`src/sv/mi_pkg.sv`:
```
// Shared constants and controller/datapath interface types for the modular inverse block.
package mi_pkg;

  // Default internal word width and the modulus value after reset
  localparam int          MI_WIDTH  = 32;
  localparam logic [31:0] MOD_RESET = 32'h7FFF_FFFF;

  // Commands from the controller to the datapath
  typedef struct packed {
    logic load;         // latch modulus and value, clear the remainder and r, rr, t
    logic div_step;     // one restoring-division step
    logic mul_step;     // one Horner step of q*tt mod p
    logic reduce;       // divide by the modulus instead of rr
    logic init;         // set up r, rr, t, tt after value mod p
    logic start_round;  // set up the divider and accumulator for a new round
    logic update;       // commit the round: shift remainders and coefficients
    logic out_load;     // capture the result into the output register
  } mi_cmd_t;

  // Status from the datapath to the controller
  typedef struct packed {
    logic p_zero;       // configured modulus is zero
    logic rr_zero;      // current remainder is zero, loop ends
  } mi_stat_t;

endpackage

```
`src/sv/mi_ctrl.sv`:
```
// Sequencer for the reduction, the Euclid rounds and the result hand-off.
module mi_ctrl #(
  parameter int WIDTH = mi_pkg::MI_WIDTH
) (
  input  logic             clk,
  input  logic             rst_n,
  input  logic             in_valid,
  output logic             in_stall,
  output logic             out_valid,
  input  logic             out_stall,
  input  mi_pkg::mi_stat_t stat,
  output mi_pkg::mi_cmd_t  cmd
);
  import mi_pkg::*;

  localparam int CW = $clog2(WIDTH + 1);
  localparam logic [CW-1:0] LAST = CW'(WIDTH - 1);

  localparam logic [2:0] S_IDLE = 3'd0;
  localparam logic [2:0] S_RED  = 3'd1;
  localparam logic [2:0] S_INIT = 3'd2;
  localparam logic [2:0] S_CHK  = 3'd3;
  localparam logic [2:0] S_DIV  = 3'd4;
  localparam logic [2:0] S_TAIL = 3'd5;
  localparam logic [2:0] S_UPD  = 3'd6;
  localparam logic [2:0] S_DONE = 3'd7;

  logic [2:0]    state_r, state_nxt;
  logic [CW-1:0] cnt_r, cnt_nxt;
  logic          out_valid_r, out_valid_nxt;
  logic          in_xfer;

  assign in_stall  = (state_r != S_IDLE);
  assign in_xfer   = in_valid && !in_stall;
  assign out_valid = out_valid_r;

  // State sequencing and command decode
  always_comb begin
    state_nxt = state_r;
    cnt_nxt   = cnt_r;
    cmd       = '0;
    unique case (state_r)
      S_IDLE: begin
        if (in_xfer) begin
          cmd.load  = 1'b1;
          cnt_nxt   = '0;
          state_nxt = stat.p_zero ? S_CHK : S_RED;
        end
      end
      S_RED: begin
        cmd.div_step = 1'b1;
        cmd.reduce   = 1'b1;
        cnt_nxt      = cnt_r + 1'b1;
        if (cnt_r == LAST) state_nxt = S_INIT;
      end
      S_INIT: begin
        cmd.init  = 1'b1;
        state_nxt = S_CHK;
      end
      S_CHK: begin
        if (stat.rr_zero) begin
          state_nxt = S_DONE;
        end else begin
          cmd.start_round = 1'b1;
          cnt_nxt         = '0;
          state_nxt       = S_DIV;
        end
      end
      S_DIV: begin
        // multiply trails the divider by one quotient bit
        cmd.div_step = 1'b1;
        cmd.mul_step = (cnt_r != '0);
        cnt_nxt      = cnt_r + 1'b1;
        if (cnt_r == LAST) state_nxt = S_TAIL;
      end
      S_TAIL: begin
        cmd.mul_step = 1'b1;
        state_nxt    = S_UPD;
      end
      S_UPD: begin
        cmd.update = 1'b1;
        state_nxt  = S_CHK;
      end
      S_DONE: begin
        if (!out_valid_r || !out_stall) begin
          cmd.out_load = 1'b1;
          state_nxt    = S_IDLE;
        end
      end
      default: state_nxt = S_IDLE;
    endcase
  end

  // Output slot: filled on load, emptied on transfer
  always_comb begin
    out_valid_nxt = out_valid_r && out_stall;
    if (cmd.out_load) out_valid_nxt = 1'b1;
  end

  always_ff @(posedge clk) begin
    if (!rst_n) begin
      state_r     <= S_IDLE;
      cnt_r       <= '0;
      out_valid_r <= 1'b0;
    end else begin
      state_r     <= state_nxt;
      cnt_r       <= cnt_nxt;
      out_valid_r <= out_valid_nxt;
    end
  end

endmodule

```
`src/sv/mi_dpath.sv`:
```
// Euclid registers, serial divider, serial modular multiplier and output register.
module mi_dpath #(
  parameter int WIDTH = mi_pkg::MI_WIDTH
) (
  input  logic             clk,
  input  logic             rst_n,
  input  logic             cfg_we,
  input  logic [31:0]      cfg_wdata,
  input  logic [31:0]      in_value,
  output logic [31:0]      out_inverse,
  output logic             out_no_inverse,
  input  mi_pkg::mi_cmd_t  cmd,
  output mi_pkg::mi_stat_t stat
);
  import mi_pkg::*;

  logic [31:0]      modulus_r;
  logic [WIDTH-1:0] p_r, r_r, rr_r, t_r, tt_r;
  logic [WIDTH-1:0] rem_r, dvd_r, acc_r;
  logic             qbit_r;
  logic [31:0]      inv_r;
  logic             noinv_r;

  logic [63:0]      mod_ext, val_ext, t_ext;
  logic [WIDTH-1:0] p_in, v_in, dsr;
  logic [WIDTH:0]   trial, diff;
  logic             ge;
  logic [WIDTH-1:0] rem_step, dvd_step;
  logic [WIDTH+1:0] s, s1, s2, pe;
  logic [WIDTH-1:0] acc_step, nt, tt_init;

  // Operands cut or widened to the internal word
  assign mod_ext = {32'b0, modulus_r};
  assign val_ext = {32'b0, in_value};
  assign p_in    = mod_ext[WIDTH-1:0];
  assign v_in    = val_ext[WIDTH-1:0];

  assign stat.p_zero  = (p_in == '0);
  assign stat.rr_zero = (rr_r == '0);

  // Restoring division step, quotient bits shift into the dividend register
  assign dsr      = cmd.reduce ? p_r : rr_r;
  assign trial    = {rem_r, dvd_r[WIDTH-1]};
  assign diff     = trial - {1'b0, dsr};
  assign ge       = !diff[WIDTH];
  assign rem_step = ge ? diff[WIDTH-1:0] : trial[WIDTH-1:0];
  assign dvd_step = {dvd_r[WIDTH-2:0], ge};

  // Horner step: acc = (2*acc + qbit*tt) mod p, sum stays below 3p
  assign pe       = {2'b0, p_r};
  assign s        = {1'b0, acc_r, 1'b0} + (qbit_r ? {2'b0, tt_r} : '0);
  assign s1       = s - pe;
  assign s2       = s - {pe[WIDTH:0], 1'b0};
  always_comb begin
    if (!s2[WIDTH+1])      acc_step = s2[WIDTH-1:0];
    else if (!s1[WIDTH+1]) acc_step = s1[WIDTH-1:0];
    else                   acc_step = s[WIDTH-1:0];
  end

  // New coefficient t - q*tt mod p
  assign nt      = (t_r >= acc_r) ? (t_r - acc_r) : (t_r - acc_r + p_r);
  assign tt_init = (p_r == WIDTH'(1)) ? '0 : WIDTH'(1);

  // Modulus register
  always_ff @(posedge clk) begin
    if (!rst_n) begin
      modulus_r <= MOD_RESET;
    end else if (cfg_we) begin
      modulus_r <= cfg_wdata;
    end
  end

  // Working registers
  always_ff @(posedge clk) begin
    if (cmd.load) begin
      p_r   <= p_in;
      dvd_r <= v_in;
      rem_r <= '0;
      r_r   <= '0;
      rr_r  <= '0;
      t_r   <= '0;
    end
    if (cmd.div_step) begin
      rem_r  <= rem_step;
      dvd_r  <= dvd_step;
      qbit_r <= ge;
    end
    if (cmd.mul_step) acc_r <= acc_step;
    if (cmd.init) begin
      r_r  <= p_r;
      rr_r <= rem_r;
      t_r  <= '0;
      tt_r <= tt_init;
    end
    if (cmd.start_round) begin
      dvd_r <= r_r;
      rem_r <= '0;
      acc_r <= '0;
    end
    if (cmd.update) begin
      r_r  <= rr_r;
      rr_r <= rem_r;
      t_r  <= tt_r;
      tt_r <= nt;
    end
  end

  // Result register
  assign t_ext = 64'(t_r);
  always_ff @(posedge clk) begin
    if (cmd.out_load) begin
      inv_r   <= t_ext[31:0];
      noinv_r <= (r_r != WIDTH'(1));
    end
  end

  assign out_inverse    = inv_r;
  assign out_no_inverse = noinv_r;

endmodule

```
`src/sv/modular_inverse.sv`:
```
// Top level of the modular inverse block: controller plus datapath.
// Computes value^-1 mod modulus by the extended Euclidean algorithm, one item
// at a time. The value is first reduced by a bit-serial divider, then in each
// Euclid round the same divider yields the quotient one bit a cycle while a
// trailing shift-add unit forms q*tt mod p.
// The result waits in an output register, so the next item can be accepted
// while it is still stalled. A zero modulus returns inverse 0 with the flag set.
module modular_inverse #(
  parameter int WIDTH = mi_pkg::MI_WIDTH
) (
  input  logic        clk,
  input  logic        rst_n,
  input  logic        cfg_we,
  input  logic [31:0] cfg_wdata,
  input  logic        in_valid,
  output logic        in_stall,
  input  logic [31:0] in_value,
  output logic        out_valid,
  input  logic        out_stall,
  output logic [31:0] out_inverse,
  output logic        out_no_inverse
);
  import mi_pkg::*;

  mi_cmd_t  cmd;
  mi_stat_t stat;

  mi_ctrl #(.WIDTH(WIDTH)) u_ctrl (
    .clk       (clk),
    .rst_n     (rst_n),
    .in_valid  (in_valid),
    .in_stall  (in_stall),
    .out_valid (out_valid),
    .out_stall (out_stall),
    .stat      (stat),
    .cmd       (cmd)
  );

  mi_dpath #(.WIDTH(WIDTH)) u_dpath (
    .clk            (clk),
    .rst_n          (rst_n),
    .cfg_we         (cfg_we),
    .cfg_wdata      (cfg_wdata),
    .in_value       (in_value),
    .out_inverse    (out_inverse),
    .out_no_inverse (out_no_inverse),
    .cmd            (cmd),
    .stat           (stat)
  );

endmodule

```
`config.mk`:
```
export PLATFORM = sky130hd
export DESIGN_NAME = modular_inverse
export DESIGN_NICKNAME = d
export VERILOG_FILES = /design/src/sv/mi_pkg.sv /design/src/sv/mi_ctrl.sv /design/src/sv/mi_dpath.sv /design/src/sv/modular_inverse.sv
export SDC_FILE = /design/constraint.sdc
export NUM_CORES = 1
export LEC_CHECK = 0
export BUFFER_PORTS_ARGS = -buffer_cell sky130_fd_sc_hd__buf_2
export CORE_MARGIN = 2
export CORE_UTILIZATION = 35
export CTS_CLUSTER_DIAMETER = 200
export DETAILED_ROUTE_END_ITERATION = 10
export PLACE_DENSITY = 0.54
export SETUP_SLACK_MARGIN = 0.5
export SLEW_MARGIN = 40
export SYNTH_ARGS = -nofsm -noshare
export SYNTH_HDL_FRONTEND = slang
export SYNTH_SLANG_ARGS = --single-unit
```
`constraint.sdc`:
```
create_clock -name clk -period 13.9 [get_ports clk]
set_input_delay 2.78 -clock clk [delete_from_list [all_inputs] [get_ports clk]]
set_output_delay 2.78 -clock clk [all_outputs]
set_load 0.05 [all_outputs]
```
Yosys cells after proc, flatten, opt, wreduce, memory -nomap -nowiden:

Index checks and enable logic that the tools add are counted.

* equality and inequality tests: 15
* mux-type cells: 42
* order comparisons: 1
* add/sub/neg operators: 7
* reduce and logical (&&, ||, !) cells: 21

Operators with widths (number)
* 32-bit two-way mux: 19
* 32-bit logical NOT: 2
* 33-bit by 34-bit adder with 34-bit output: 1
* 34-bit by 32-bit subtractor with 34-bit output: 1
* 34-bit by 33-bit subtractor with 34-bit output: 1
* 33-bit by 32-bit subtractor with 33-bit output: 1
* 32-bit adder: 1
* 32-bit by 1-bit equality test with 1-bit output, second input constant: 1
* 32-bit >= comparator: 1
* 32-bit by 1-bit inequality test with 1-bit output, second input constant: 1
* 32-bit subtractor: 1
* 3-bit one-hot mux with 7 select lines: 1
* 6-bit one-hot mux with 3 select lines: 1
* 3-bit equality test, second input constant: 4
* 1-bit two-way mux: 12
* 3-bit two-way mux: 4
* 6-bit two-way mux: 2
* 3-bit nonzero test: 4
* 2-bit by 1-bit inequality test with 1-bit output, second input constant: 4
* 6-bit by 1-bit adder with 6-bit output, second input constant: 1
* 3-bit by 2-bit equality test with 1-bit output, second input constant: 2
* 6-bit by 5-bit equality test with 1-bit output, second input constant: 1
* 6-bit nonzero test: 1
* 1-bit logical NOT: 4
* 11 further kinds: 15

* input port bits: 69
* word-level logic and storage cells: 101
* output and inout port bits: 35
* bits in registers: 332

Depth between registers and ports, before layout:

* depth in word-level cells: 8
* gate-level depth with buffers: 26
* depth with buffers taken out: 22

By module:

A second synthesis with hierarchy kept.

* cells, all modules: 2538
* area, all modules: 23527.6 µm²

By module, submodules not included
* mi_dpath: cells an instance 2459, area each 22900.7 µm², instances 1
* mi_ctrl: cells an instance 79, area each 626.9 µm², instances 1

Worst setup path before layout:

OpenSTA, ideal clock, no wires.

* path type: register to register
* start point: reg u_dpath.qbit_r
* end point: reg u_dpath.acc_r[17]
* setup slack: 8.387 ns
* clock period less this slack: 5.513 ns
* cell stages (with the launch flop): 25
* required time: 13.821 ns
* library setup time: 0.079 ns
* arrival: 5.433 ns
* path through: edfxtp_1 clkbuf_1 and2_1 ha_1 fa_1 a211oi_2 nor2_1 a41oi_1 a21oi_1 a211o_1 a21o_1 a211o_1 ha_1 clkbuf_1 nand3_1 o221ai_1 o31a_1 nand3_1 nand3_1 or3b_4 a211oi_4 nor3_4 buf_8 mux2i_1 a211oi_2

* word-level cells in the longest chain between the ends: 5

Ends and longest elaborated chain
* start, declared: line mi_dpath.sv:20 `logic qbit_r;`
* start signal, assigned: line mi_dpath.sv:86 `qbit_r <= ge;`
* 32-bit two-way mux (*): line mi_dpath.sv:51 `assign s = {1'b0, acc_r, 1'b0} + (qbit_r ? {2'b0, tt_r} : '0);`
* 33-bit by 34-bit adder with 34-bit output (*): line mi_dpath.sv:51
* 34-bit by 32-bit subtractor with 34-bit output: line mi_dpath.sv:52 `assign s1 = s - pe;`
* 32-bit two-way mux: line mi_dpath.sv:56 `else if (!s1[WIDTH+1]) acc_step = s1[WIDTH-1:0];`
* 32-bit two-way mux (*): line mi_dpath.sv:55 `if (!s2[WIDTH+1]) acc_step = s2[WIDTH-1:0];`
* end signal, assigned: line mi_dpath.sv:88 `if (cmd.mul_step) acc_r <= acc_step;`
* end, declared: line mi_dpath.sv:19 `logic [WIDTH-1:0] rem_r, dvd_r, acc_r;`

Every way passes the cells marked *; elsewhere a longest branch is shown, timed or not.
A chain may end at the register's enable or synchronous reset.

Final worst setup path:

* start point: reg u_dpath.qbit_r
* end point: reg u_dpath.acc_r[16]

Same word-level chain as after synthesis.

==> flow_summary.ini <==
[layout]
fillers = 6861
final_cell_mix = nand2_1 (254), edfxtp_1 (226), ha_1 (192)
area_growth_pct = 11.4
multi_input_area_sq_mm = 0.0146
num-nets-final = 2979
finish.utilization_pct = 39.5
fin_cells = 3674
insertedDiodeCount = 0
layout_commonest_cell = nand2_1
drive_gt1_share_pct = 9.22
ff_latch_area_sq_mm = 0.00891

[clocking]
cts_hold_buf = 0
cts_sinks = 332
path_clk_slew_ns = 0.06
cts-resized-gates = 0
cts_tree = done
cts_buffers = 41
cts_root_buf = clkbuf_16
clockBufferDepth = 3
htree_levels = 2
cts_setup_buffers = 0
clkLatencyLatePin_ns = 0.57

[worst_setup_path]
critPathKind = register to register
slowest_stage = edfxtp_1
crit_top_cell = nand2_1
critical_path.max_stage_delay_ns = 0.59
crit_path_end_kind = register
startpoint_type = register
crit_chain = and2_1, ha_1, fa_1, a211oi_2, nor2_1, a41oi_1, a21oi_1, a211o_1, a31oi_1, mux2i_1, nand3_1, ha_1, and3_1, nand2_1, o21ai_0, o21bai_2, a21o_1, nand2_1, buf_4, nand2_1, o211ai_1
cp.arrival_ns = 7.24
cp_max_fo = 19
critPathRequiredTime_ns = 14.38

[timing]
holdWs_ns = 0.463
final.min_clock_period_ns = 6.76
setup_viol = 0
relSlewSlack_pct = 44.0
fin_crit_sh_pct = 48.7
finalSetupTns_ns = 0
rsz0062_at_grt = no
hold_violations = 0
maxClockFrequency_mhz = 148
fin_worst_skew_ns = 0.0190
slew_viol_final = 0
tightest_slew_ns = 0.840

[synthesis]
netlist_instances = 2644
syn_avg_cell_area_sq_um = 9.22
syn_nets = 2911
synth-main-ff-cell = edfxtp_1
ys_seq_area_share_pct = 36.5
synth.distinct_cells = 97
synth_area_sq_mm = 0.0244
synth_edf_count = 226
yosysWarningCount = 0
synth-async-reset-ratio_pct = 0
ys_ff_latch = 332

[routing]
drt_iter0_drc = 1332
met3WireLength_mm = 4.27
detail_route.first_pass.iterations = 7
highest_layer = met4
met1_length_mm = 35.3
drcViolationCount = 0
route.met2.wl_mm = 36.9
viasPerCell = 5.61
wl_per_cell_um = 21.5
finalWirelength_mm = 78.9
postRouteAntennaNets = 0
vias = 20600

[grt]
grt_overflow = 0
antenna_found_initial = 1
grt_max_degree = 93
grt_first_pass_wirelength_mm = 121
grt_pass1_vias = 20200
grt.total_usage_pct = 21.8

[run]
max-cap-violations = 0

[floorplanning]
dieHeight_um = 268
fp.dieArea_sq_mm = 0.0718
row_count = 96
start_util_pct = 35.4
core_sq_mm = 0.0688
die_w_um = 268
io_pins = 104

[placed_design]
dp_hpwl_mm = 60.9
place_congestion = 0.931
dp_cells = 3599
portBuffers = 103

[status]
status = finished, final reports clean

[min_path]
holdCritPathClass = register to register
## kinds of logic after synthesis
logic type	Yosys count	synth area share, %
compound gates	711	19.4
buf+inv	222	3.68
fa+ha+maj	198	10.3
flops	332	36.5
simple gates	857	17.5
xor+xnor	151	5.43
mux	173	7.11
## metal layers
layer  global-route usage [%]  vias up
met1                     29.0     9963
met4                     6.46        0
met2                     36.8      557
met3                     3.12      130
li1                         -     9956
met5                        0        -
## synth_stat cells (6+ instances only)
cell type | count | area share (%)
a211o_1 | 9 | 0.32
a211oi_1 | 25 | 0.77
a21boi_0 | 11 | 0.34
a21o_1 | 61 | 1.9
a21oi_1 | 179 | 3.7
a311o_1 | 6 | 0.25
a31o_2 | 7 | 0.25
a31oi_1 | 57 | 1.5
a32oi_1 | 7 | 0.25
a41oi_1 | 7 | 0.25
and2_1 | 83 | 2.1
and3_1 | 58 | 1.5
and4_1 | 9 | 0.32
buf_1 | 6 | 0.092
buf_2 | 9 | 0.18
clkbuf_1 | 78 | 1.2
dfxtp_1 | 106 | 8.7
edfxtp_1 | 226 | 28
fa_1 | 6 | 0.49
ha_1 | 192 | 9.9
inv_1 | 120 | 1.8
mux2i_1 | 171 | 7.0
nand2_1 | 255 | 3.9
nand2b_1 | 30 | 0.77
nand3_1 | 49 | 1.0
nand3b_1 | 6 | 0.18
nand4_1 | 25 | 0.64
nor2_1 | 181 | 2.8
nor2b_1 | 26 | 0.67
nor3_1 | 47 | 0.97
nor4_1 | 44 | 1.1
o2111ai_1 | 9 | 0.32
o211ai_1 | 28 | 0.86
o21a_1 | 32 | 0.99
o21ai_0 | 127 | 2.6
o21ai_1 | 25 | 0.51
o21bai_1 | 23 | 0.71
o31a_1 | 8 | 0.29
o31ai_1 | 16 | 0.49
or2_2 | 8 | 0.21
or3_1 | 9 | 0.23
xnor2_1 | 102 | 3.7
xor2_1 | 49 | 1.8
## through the flow
step	area, sq um	worst slack (ns)
2_1_floorplan	24400	8.39
3_3_place_gp	25800	7.13
3_5_place_dp	25800	6.90
4_1_cts	27100	6.84
5_1_grt	27200	6.73
6_report	27200	7.14
## flip-flops by register name, indices dropped and copies added (netlist names), 3 cells and up
signal and cells:
u_ctrl.cnt_r 6, u_ctrl.state_r 3, u_dpath.acc_r 32, u_dpath.dvd_r 32
u_dpath.modulus_r 32, u_dpath.out_inverse 32, u_dpath.p_r 32, u_dpath.r_r 32
u_dpath.rem_r 32, u_dpath.rr_r 32, u_dpath.t_r 32, u_dpath.tt_r 32
## worst max-delay path: cells and delay by family (launching register included)
kind / cells / cell delay (ns)
AOI/OAI and AO/OA: 9 / 2.88
adders and majority gates: 3 / 1.17
buffers and inverters: 1 / 0.28
DFF: 1 / 0.59
muxes: 1 / 0.33
and+or+nand+nor: 7 / 1.38
## layout make-up
cell class | count | share of cell area (%)
Timing Repair Buffer | 126 | 2.60
Tap cell | 931 | 4.29
Clock buffer | 57 | 4.18
Inverter | 121 | 1.67
Clock inverter | 17 | 0.654
Multi-Input combinational cell | 2090 | 53.8
Sequential cell | 332 | 32.8
## worst paths after layout
kind,startpoint,to,slack [ns],depth (start not counted)
worst max-delay path,u_dpath.qbit_r,u_dpath.acc_r[16],7.14,21
worst min register to register,u_dpath.modulus_r[29],u_dpath.p_r[29],0.46,0
worst min-delay path,u_dpath.modulus_r[29],u_dpath.p_r[29],0.46,0
worst max register to register,u_dpath.qbit_r,u_dpath.acc_r[16],7.14,21
Power is left out: the tool's default activity adds up to more than one toggle a clock period on the data nets, which glitch-free logic cannot reach.
